===== config.mk =====
export PLATFORM = sky130hd
export DESIGN_NAME = heartbeat_timeout_monitor
export DESIGN_NICKNAME = d
export VERILOG_FILES = /design/src/rtl/htm_pkg.sv /design/src/rtl/heartbeat_timeout_monitor.sv
export VERILOG_INCLUDE_DIRS = /design/src /design/src/rtl
export SDC_FILE = /design/constraint.sdc
export NUM_CORES = 2
export LEC_CHECK = 0
export BUFFER_PORTS_ARGS = -buffer_cell sky130_fd_sc_hd__buf_4
export CORE_MARGIN = 2
export CORE_UTILIZATION = 28
export DETAILED_ROUTE_END_ITERATION = 16
export PLACE_DENSITY = 0.42
export SLEW_MARGIN = 10
export SYNTH_ARGS = -nofsm -noshare
export SYNTH_HDL_FRONTEND = slang
export SYNTH_SLANG_ARGS = --single-unit

===== constraint.sdc =====
create_clock -name clk -period 10.2 [get_ports clk]
set_input_delay 1.02 -clock clk [delete_from_list [all_inputs] [get_ports clk]]
set_output_delay 1.02 -clock clk [all_outputs]
set_load 0.005 [all_outputs]

===== src/rtl/heartbeat_timeout_monitor_macros.svh =====
// ----------------------------------------------------------------------------
// Heartbeat timeout monitor assertion macros
// Shared assertion forms for the heartbeat timeout monitor, clocked on clk
// and disabled while rst_n is low.
// ----------------------------------------------------------------------------
`ifndef HEARTBEAT_TIMEOUT_MONITOR_MACROS_SVH
`define HEARTBEAT_TIMEOUT_MONITOR_MACROS_SVH

// The consequent must hold in the same cycle as the antecedent.
`define HTM_ASSERT_SAME(label, ante, cons, msg) \
    label: assert property (@(posedge clk) disable iff (!rst_n) (ante) |-> (cons)) \
        else $error(msg);

// The consequent must hold in the cycle after the antecedent.
`define HTM_ASSERT_NEXT(label, ante, cons, msg) \
    label: assert property (@(posedge clk) disable iff (!rst_n) (ante) |=> (cons)) \
        else $error(msg);

`endif


===== src/rtl/htm_pkg.sv =====
// ----------------------------------------------------------------------------
// Heartbeat timeout monitor package
// Widths, register indexes, parameter defaults and the operation type.
// ----------------------------------------------------------------------------
package htm_pkg;

    localparam int BITS_W       = 7;
    localparam int TIME_W       = 32;
    localparam int COUNT_W      = 32;
    localparam int TIMEOUT_W    = 16;
    localparam int CHAN_W       = 4;
    localparam int CFG_IDX_W    = 3;
    localparam int MAX_CHANNELS = 7;

    localparam logic [CFG_IDX_W-1:0] REG_GRACE = 3'd7;

    localparam int                DEF_CHANNELS    = 7;
    localparam logic [BITS_W-1:0] DEF_SAFETY_MASK = 7'd111;
    localparam logic [BITS_W-1:0] DEF_LOGGER_MASK = 7'd16;

    typedef enum logic [1:0] {
        KIND_RESTART = 2'd0,
        KIND_KICK    = 2'd1,
        KIND_CHECK   = 2'd2
    } kind_t;

endpackage


===== src/rtl/heartbeat_timeout_monitor.sv =====
// A result is registered as its item leaves the input register.
// Throughput: one item per cycle unless the output stalls; the input register
// and the result register form a two-stage pipeline, and the channel state is
// updated as an item leaves the input register, so consecutive items see each
// other's effects.
// Reset clears the pipeline, all channel state and the configuration registers.
// ----------------------------------------------------------------------------
// Heartbeat timeout monitor
// Multi-channel heartbeat watchdog with restart, kick and check operations,
// per-channel timeouts, a startup grace period and safety and logger masks.
// ----------------------------------------------------------------------------
`include "heartbeat_timeout_monitor_macros.svh"

module heartbeat_timeout_monitor
    import htm_pkg::*;
#(
    parameter int                CHANNELS    = DEF_CHANNELS,
    parameter logic [BITS_W-1:0] SAFETY_MASK = DEF_SAFETY_MASK,
    parameter logic [BITS_W-1:0] LOGGER_MASK = DEF_LOGGER_MASK
) (
    input  logic                 clk,
    input  logic                 rst_n,

    input  logic                 cfg_we,
    input  logic [CFG_IDX_W-1:0] cfg_index,
    input  logic [TIMEOUT_W-1:0] cfg_data,

    input  logic                 in_valid,
    output logic                 in_ready,
    input  logic [1:0]           kind,
    input  logic [CHAN_W-1:0]    channel,
    input  logic [TIME_W-1:0]    now_ms,

    output logic                 out_valid,
    input  logic                 out_ready,
    output logic [BITS_W-1:0]    stale_bits,
    output logic [BITS_W-1:0]    seen_bits,
    output logic [BITS_W-1:0]    safety_stale_bits,
    output logic [BITS_W-1:0]    logger_stale_bits,
    output logic                 safety_fault,
    output logic                 logger_fault,
    output logic [COUNT_W-1:0]   kick_total
);

    logic [TIMEOUT_W-1:0] timeout_reg [CHANNELS];
    logic [TIMEOUT_W-1:0] grace_reg;

    logic                 s1_valid_reg;
    kind_t                s1_kind_reg;
    logic [CHAN_W-1:0]    s1_channel_reg;
    logic [TIME_W-1:0]    s1_now_reg;
    logic                 s1_advance;

    logic [TIME_W-1:0]    boot_time_reg;
    logic [TIME_W-1:0]    boot_time_next;
    logic [TIME_W-1:0]    last_kick_reg  [CHANNELS];
    logic [TIME_W-1:0]    last_kick_next [CHANNELS];
    logic [COUNT_W-1:0]   kick_count_reg  [CHANNELS];
    logic [COUNT_W-1:0]   kick_count_next [CHANNELS];
    logic [CHANNELS-1:0]  seen_reg;
    logic [CHANNELS-1:0]  seen_next;
    logic [CHANNELS-1:0]  stale_reg;
    logic [CHANNELS-1:0]  stale_next;

    logic [TIME_W-1:0]    since_boot;
    logic                 in_grace;
    logic [TIME_W-1:0]    since_kick [CHANNELS];
    logic [CHANNELS-1:0]  stale_calc;
    logic [CHANNELS-1:0]  hit;
    logic [COUNT_W-1:0]   kick_total_next;
    logic [BITS_W-1:0]    stale_wide;

    logic                 out_valid_reg;
    logic [BITS_W-1:0]    stale_bits_reg;
    logic [BITS_W-1:0]    seen_bits_reg;
    logic [BITS_W-1:0]    safety_stale_reg;
    logic [BITS_W-1:0]    logger_stale_reg;
    logic                 safety_fault_reg;
    logic                 logger_fault_reg;
    logic [COUNT_W-1:0]   kick_total_reg;

    assign s1_advance = s1_valid_reg && (!out_valid_reg || out_ready);
    assign in_ready   = !s1_valid_reg || s1_advance;

    always_ff @(posedge clk or negedge rst_n)
    begin
        if (!rst_n)
        begin
            for (int i = 0; i < CHANNELS; i++)
            begin
                timeout_reg[i] <= '0;
            end
            grace_reg <= '0;
        end
        else if (cfg_we)
        begin
            for (int i = 0; i < CHANNELS; i++)
            begin
                if (cfg_index == CFG_IDX_W'(i))
                begin
                    timeout_reg[i] <= cfg_data;
                end
            end
            if (cfg_index == REG_GRACE)
            begin
                grace_reg <= cfg_data;
            end
        end
    end

    always_ff @(posedge clk or negedge rst_n)
    begin
        if (!rst_n)
        begin
            s1_valid_reg <= 1'b0;
        end
        else if (in_ready)
        begin
            s1_valid_reg <= in_valid;
        end
    end

    always_ff @(posedge clk)
    begin
        if (in_valid && in_ready)
        begin
            s1_kind_reg    <= kind_t'(kind);
            s1_channel_reg <= channel;
            s1_now_reg     <= now_ms;
        end
    end

    always_comb
    begin
        since_boot      = s1_now_reg - boot_time_reg;
        in_grace        = since_boot < {{(TIME_W-TIMEOUT_W){1'b0}}, grace_reg};
        boot_time_next  = boot_time_reg;
        seen_next       = seen_reg;
        stale_next      = stale_reg;
        kick_total_next = '0;
        for (int i = 0; i < CHANNELS; i++)
        begin
            hit[i]             = (s1_channel_reg == CHAN_W'(i));
            since_kick[i]      = s1_now_reg - last_kick_reg[i];
            last_kick_next[i]  = last_kick_reg[i];
            kick_count_next[i] = kick_count_reg[i];
            if (timeout_reg[i] == '0)
            begin
                stale_calc[i] = 1'b0;
            end
            else if (seen_reg[i])
            begin
                stale_calc[i] =
                    since_kick[i] > {{(TIME_W-TIMEOUT_W){1'b0}}, timeout_reg[i]};
            end
            else
            begin
                stale_calc[i] = !in_grace;
            end
        end

        unique case (s1_kind_reg)
            KIND_RESTART:
            begin
                boot_time_next = s1_now_reg;
                seen_next      = '0;
                stale_next     = '0;
                for (int i = 0; i < CHANNELS; i++)
                begin
                    last_kick_next[i]  = s1_now_reg;
                    kick_count_next[i] = '0;
                end
            end
            KIND_KICK:
            begin
                for (int i = 0; i < CHANNELS; i++)
                begin
                    if (hit[i])
                    begin
                        last_kick_next[i] = s1_now_reg;
                        seen_next[i]      = 1'b1;
                        if (kick_count_reg[i] != '1)
                        begin
                            kick_count_next[i] = kick_count_reg[i] + COUNT_W'(1);
                        end
                    end
                end
            end
            KIND_CHECK:
            begin
                stale_next = stale_calc;
            end
            default:
            begin
            end
        endcase

        for (int i = 0; i < CHANNELS; i++)
        begin
            if (hit[i])
            begin
                kick_total_next = kick_count_next[i];
            end
        end
        stale_wide = BITS_W'(stale_next);
    end

    always_ff @(posedge clk or negedge rst_n)
    begin
        if (!rst_n)
        begin
            boot_time_reg <= '0;
            seen_reg      <= '0;
            stale_reg     <= '0;
            for (int i = 0; i < CHANNELS; i++)
            begin
                last_kick_reg[i]  <= '0;
                kick_count_reg[i] <= '0;
            end
        end
        else if (s1_advance)
        begin
            boot_time_reg <= boot_time_next;
            seen_reg      <= seen_next;
            stale_reg     <= stale_next;
            for (int i = 0; i < CHANNELS; i++)
            begin
                last_kick_reg[i]  <= last_kick_next[i];
                kick_count_reg[i] <= kick_count_next[i];
            end
        end
    end

    always_ff @(posedge clk or negedge rst_n)
    begin
        if (!rst_n)
        begin
            out_valid_reg <= 1'b0;
        end
        else if (!out_valid_reg || out_ready)
        begin
            out_valid_reg <= s1_valid_reg;
        end
    end

    always_ff @(posedge clk)
    begin
        if (s1_advance)
        begin
            stale_bits_reg   <= stale_wide;
            seen_bits_reg    <= BITS_W'(seen_next);
            safety_stale_reg <= stale_wide & SAFETY_MASK;
            logger_stale_reg <= stale_wide & LOGGER_MASK;
            safety_fault_reg <= |(stale_wide & SAFETY_MASK);
            logger_fault_reg <= |(stale_wide & LOGGER_MASK);
            kick_total_reg   <= kick_total_next;
        end
    end

    assign out_valid         = out_valid_reg;
    assign stale_bits        = stale_bits_reg;
    assign seen_bits         = seen_bits_reg;
    assign safety_stale_bits = safety_stale_reg;
    assign logger_stale_bits = logger_stale_reg;
    assign safety_fault      = safety_fault_reg;
    assign logger_fault      = logger_fault_reg;
    assign kick_total        = kick_total_reg;

    `HTM_ASSERT_SAME(a_no_overwrite, out_valid_reg && !out_ready, !s1_advance, "result overwritten while stalled")
    `HTM_ASSERT_NEXT(a_restart_clears, s1_advance && s1_kind_reg == KIND_RESTART, seen_reg == '0 && stale_reg == '0, "restart did not clear masks")
    `HTM_ASSERT_NEXT(a_seen_grows, s1_advance && s1_kind_reg == KIND_KICK, (seen_reg & $past(seen_reg)) == $past(seen_reg) && stale_reg == $past(stale_reg), "kick lost seen bits or changed stale mask")

endmodule


# --- Word level (Yosys, flattened, before mapping) ---
# Index checks and enable logic that the tools add are counted.
word_totals:
  register_bits: 716
  output_inout_bits: 64
classes:
  add_sub_neg: 15
  n_lt_le_gt_ge: 8
  n_eq_ne: 29
  muxes: 53
  reduce_logical: 35
op_table:
  columns: ["op", "n"]
  rows:
  - ["32-bit two-way mux", 28]
  - ["224-bit one-hot mux with 2 select lines", 2]
  - ["32-bit subtractor", 8]
  - ["32-bit by 1-bit adder with 32-bit output (second input constant)", 7]
  - ["32-bit by 16-bit greater-than comparator with 1-bit output", 7]
  - ["32-bit != test (second input constant)", 7]
  - ["16-bit zero test", 7]
  - ["32-bit by 16-bit less-than comparator with 1-bit output", 1]
  - ["7-bit one-hot mux with 2 select lines", 2]
  - ["1-bit two-way mux", 21]
  - ["3-bit AND reduction", 7]
  - ["2-bit AND reduction", 9]
  - ["2-bit != test (second input constant)", 7]
  - ["3-bit equality test (second input constant)", 4]
  - ["4-bit by 3-bit equality test with 1-bit output (second input constant)", 3]
  - ["4-bit by 2-bit equality test with 1-bit output (second input constant)", 2]
  - ["3-bit by 2-bit equality test with 1-bit output (second input constant)", 2]
  - ["6-bit OR reduction", 1]
  - ["4-bit by 1-bit equality test with 1-bit output (second input constant)", 1]
  - ["4-bit zero test", 1]
  - ["3-bit by 1-bit equality test with 1-bit output (second input constant)", 1]
  - ["1-bit zero test", 3]
  - ["3-bit zero test", 1]
  - ["2-bit by 1-bit equality test with 1-bit output (second input constant)", 1]
  - ["5 further kinds", 7]

# --- Longest topological paths before layout ---
depth:
  word_depth: 11
  depth_mapped: 26

# --- Worst setup path before layout ---
# No wires, ideal clock.
synth_path:
  kind: "register -> register"
  start: "register s1_now_reg[0]"
  end: "register safety_fault_reg (netlist: safety_fault) (data pin)"
  arrival_time_ns: 5.013
  t_required_ns: 9.924
  path_slack_ns: 4.910
  path_stages_with_launch: 27
  synth_period_minus_slack_ns: 5.290
  path_cell_list: "edfxtp_1 -> inv_1 -> ha_1 -> inv_1 -> fa_1 -> a21oi_1 -> o221a_2 -> o21ai_0 -> nand3_1 -> nand2_1 -> a21oi_1 -> nor2b_1 -> nor2_1 -> xnor2_1 -> ha_1 -> nand4_1 -> or4_1 -> or3_1 -> nor3b_1 -> a2111oi_0 -> o2111ai_1 -> nor4_1 -> o2111ai_1 -> a2111oi_0 -> a21oi_1 -> nor3_1 -> nand4b_1"
synth_between:
  elab_chain_len: 7
  word_cells_on_any_way: 29
  classes_between: "add/sub (7); order compare (7); mux (13); reduce/logical (2)"
synth_lines:
  columns: ["item", "line_no", "source"]
  rows:
  - ["from (decl)", "heartbeat_timeout_monitor.sv:51", "logic [TIME_W-1:0] s1_now_reg;"]
  - ["from (signal assigned)", "heartbeat_timeout_monitor.sv:129", "s1_now_reg <= now_ms;"]
  - ["32-bit subtractor", "heartbeat_timeout_monitor.sv:135", "since_boot = s1_now_reg - boot_time_reg;"]
  - ["32-bit by 16-bit less-than comparator with 1-bit output", "heartbeat_timeout_monitor.sv:136", "in_grace = since_boot < {{(TIME_W-TIMEOUT_W){1'b0}}, grace_reg};"]
  - ["1-bit zero test", "heartbeat_timeout_monitor.sv:158", "stale_calc[i] = !in_grace;"]
  - ["1-bit two-way mux (*)", "heartbeat_timeout_monitor.sv:151", "else if (seen_reg[i])"]
  - ["1-bit two-way mux (*)", "heartbeat_timeout_monitor.sv:147", "if (timeout_reg[i] == '0)"]
  - ["7-bit one-hot mux with 2 select lines (*)", "heartbeat_timeout_monitor.sv:162", "unique case (s1_kind_reg)"]
  - ["named net stale_next[5]", "heartbeat_timeout_monitor.sv:63", "logic [CHANNELS-1:0] stale_next;"]
  - ["6-bit OR reduction (*)", "heartbeat_timeout_monitor.sv:254", "safety_fault_reg <= |(stale_wide & SAFETY_MASK);"]
  - ["to (signal assigned)", "heartbeat_timeout_monitor.sv:254", null]
  - ["to (decl)", "heartbeat_timeout_monitor.sv:78", "logic safety_fault_reg;"]
# The timed path passes the listed nets; every way through them passes the cells marked *.
# A chain may end at the register's enable or synchronous reset.

# --- Final worst setup path ---
# Same ends and word-level chain as after synthesis.

==> impl_metrics.json <==
{
  "grt_pass1_vias": 43400,
  "startpoint_type": "flip-flop",
  "die_x_um": 433,
  "cts.sink_count": 709,
  "rsz0062_at_grt": "no",
  "core_sq_um": 183000,
  "fin_crit_ps": 6920,
  "worstPathRequired_ps": 10690,
  "cts_max_path_buffers": 3,
  "gr-total-overflow": 0,
  "netlist-cell-type-count": 97,
  "dr.pass1.iters": 6,
  "cts_hold_buf": 0,
  "slew_violations": 0,
  "drc": 0,
  "hold_path.class": "in2async",
  "die_h_um": 433,
  "hold_viol_final": 0,
  "tightest_slew_ps": 1330,
  "placed_cell_area_sq_um": 55000,
  "seq_area_sq_um": 18200,
  "synth-edff-count": 85,
  "htree_num_levels": 3,
  "fmax_ghz": 0.145,
  "crit_arrival_ps": 7410,
  "final_nets": 6689,
  "final_cell_mix": "904 x nand2_1, 742 x o21ai_0, 624 x dfrtp_1",
  "status": "completed",
  "cts_tree": "done",
  "finalSetupViolCount": 0,
  "clk_pin_slew_ps": 60,
  "final_area_sq_um": 58400,
  "ys.warnings.count": 0,
  "endpoint_kind": "flip-flop",
  "cp_max_fo": 9,
  "ios": 126,
  "hpwl_um": 142000,
  "grt_max_degree": 132,
  "tns_ps": 0,
  "async_flop_share_pct": 88.0,
  "start_util_pct": 28.2,
  "ys.flop_type": "dfrtp_1",
  "finClkSkew_ps": 41.5,
  "die_area_sq_um": 188000,
  "r2r_cells": 23,
  "fin_util_pct": 31.9,
  "drive_above_1_share_pct": 8.13,
  "cts_setup_buffers": 0,
  "post_cts_resized": 0,
  "maxSlewHeadroom_pct": 10.5,
  "fin_crit_sh_pct": 67.8,
  "final_common_cell": "nand2_1",
  "drt_wl_total_um": 197000,
  "via_count": 45900,
  "track_usage_pct": 20.7,
  "multiInputGateArea_sq_um": 30500,
  "synth_area_per_cell_sq_um": 8.24,
  "grt_pass1_wl_um": 292000,
  "initialDrtViolationCount": 3651,
  "fillers": 19500,
  "crit_type": "reg2reg",
  "ys_seq_elements": 709,
  "via_per_inst": 5.23,
  "cts-root-buf": "clkbuf_16",
  "wire_per_inst_um": 22.5,
  "dp_slack_ps": 3210,
  "peakVddDrop_uv": 132,
  "whs_ps": 313,
  "p_per_area_nw_per_um2": 205,
  "yosysSeqAreaShare_pct": 35.2,
  "place.gp.congestion": 0.876,
  "syn_to_final_growth_pct": 13.1,
  "row_count": 157,
  "postSynthCellCount": 6263,
  "clk_latency_ps": 760,
  "total_leakage_power_nw": 24.7,
  "synth_area_sq_um": 51600,
  "numPortBuffers": 118,
  "antenna_left": 0,
  "antenna_found_initial": 15,
  "setup_slack_ps": 3280,
  "cts-buffers-inserted": 97,
  "drv_cap": 0
}
## layer usage
| layer | wire, um | vias to the layer above | global-route usage, % |
|---|---|---|---|
| met1 | 95700 | 22200 | 30.2 |
| met5 | 80 | - | 0 |
| met2 | 84100 | 1166 | 30.8 |
| met4 | 6510 | 12 | 6.67 |
| li1 | - | 22300 | - |
| met3 | 11100 | 251 | 3.65 |
## logic make-up (layout without fill, tap and decap cells)
logic type / after synthesis / count (layout) / share of synthesized area [%]
AO/OA/AOI/OAI: 1870 / 1870 / 22.0
buffers and inverters: 799 / 851 / 6.05
XOR/XNOR: 369 / 369 / 6.27
adder cells (fa/ha/maj): 390 / 390 / 9.58
AND/OR/NAND/NOR: 2003 / 2003 / 18.2
flip-flops: 709 / 709 / 35.2
multiplexers: 122 / 122 / 2.60
other: 1 / 12 / 0.00727
## power by group
part	switching, mW	leakage [nW]	internal (mW)	total [mW]
registers	0.195	8.85	3.27	3.47
clock network	1.50	1.59	2.10	3.60
logic	2.99	14.2	1.88	4.87
total	4.69	24.7	7.25	11.9
## metrics by stage
| step | power (mW) | cells |
|---|---|---|
| after global placement | 8.33 | 8602 |
| after detailed placement | 8.35 | 8602 |
| final | 11.9 | 8790 |
| after floorplan | 6.93 | 6269 |
| after CTS | 12.1 | 8785 |
| after global routing | 12.8 | 8786 |
## layout make-up
cell class | count | area share, %
tap | 2464 | 5.28
antenna | 5 | 0.0214
clock inverter | 53 | 1.07
timing repair buffer | 202 | 2.65
sequential | 709 | 31.1
multi-input combinational | 4761 | 52.2
clock buffer | 130 | 4.62
inverter | 466 | 3.01
## synthesized netlist by cell type, drive strengths merged, types with 9 or more instances
cell type | n | area (sq um)
a2111oi | 17 | 156
a211oi | 32 | 245
a21boi | 16 | 120
a21o | 122 | 916
a21oi | 400 | 2010
a221oi | 21 | 184
a22o | 13 | 114
a31oi | 60 | 375
a41oi | 16 | 140
and2 | 40 | 250
and3 | 101 | 632
and4 | 37 | 324
buf | 43 | 246
clkbuf | 290 | 1130
dfrtp | 624 | 15600
edfxtp | 85 | 2550
ha | 382 | 4780
inv | 465 | 1750
mux2 | 97 | 1090
mux2i | 25 | 250
nand2 | 907 | 3410
nand2b | 46 | 288
nand3 | 134 | 671
nand4 | 107 | 669
nand4b | 9 | 78.8
nor2 | 329 | 1230
nor2b | 54 | 338
nor3 | 89 | 450
nor3b | 17 | 138
nor4 | 64 | 413
o2111ai | 19 | 166
o211a | 9 | 90.1
o211ai | 39 | 298
o21a | 43 | 323
o21ai | 748 | 3750
o21bai | 33 | 248
o221ai | 22 | 193
o22ai | 50 | 313
o31ai | 126 | 951
or2 | 11 | 68.8
or3 | 18 | 113
or4 | 18 | 139
xnor2 | 231 | 2020
xor2 | 138 | 1210
## critical path, stage by stage (launching register included)
cell       delay (ps)
edfxtp_1          560
inv_1             450
ha_1              260
inv_1              60
fa_1              390
a21o_1            190
nand4_1           120
a21boi_0          230
o21ai_0           320
nand2_1           110
xor2_1            160
ha_1              190
a21o_1            180
a21oi_1           200
o2111ai_1         120
or4_1             510
nor3_1            180
o211ai_1          130
nor4b_1           710
nand4b_1          670
o21ai_0           370
a21oi_1           160
nor3_1            260
nand4b_1          120
## worst paths after layout
check	start	endpoint	slack [ps]
worst min register to register	stale_reg[1]	stale_reg[1]	480
max in group asynchronous	rst_n	kick_count_reg[97]	7480
worst max register to register	s1_now_reg[0]	safety_fault	3280
worst max-delay path	s1_now_reg[0]	safety_fault	3280
worst min-delay path	rst_n	kick_count_reg[57]	310
min in group clk	now_ms[13]	s1_now_reg[13]	430
Power figures use the tool's default switching activity.
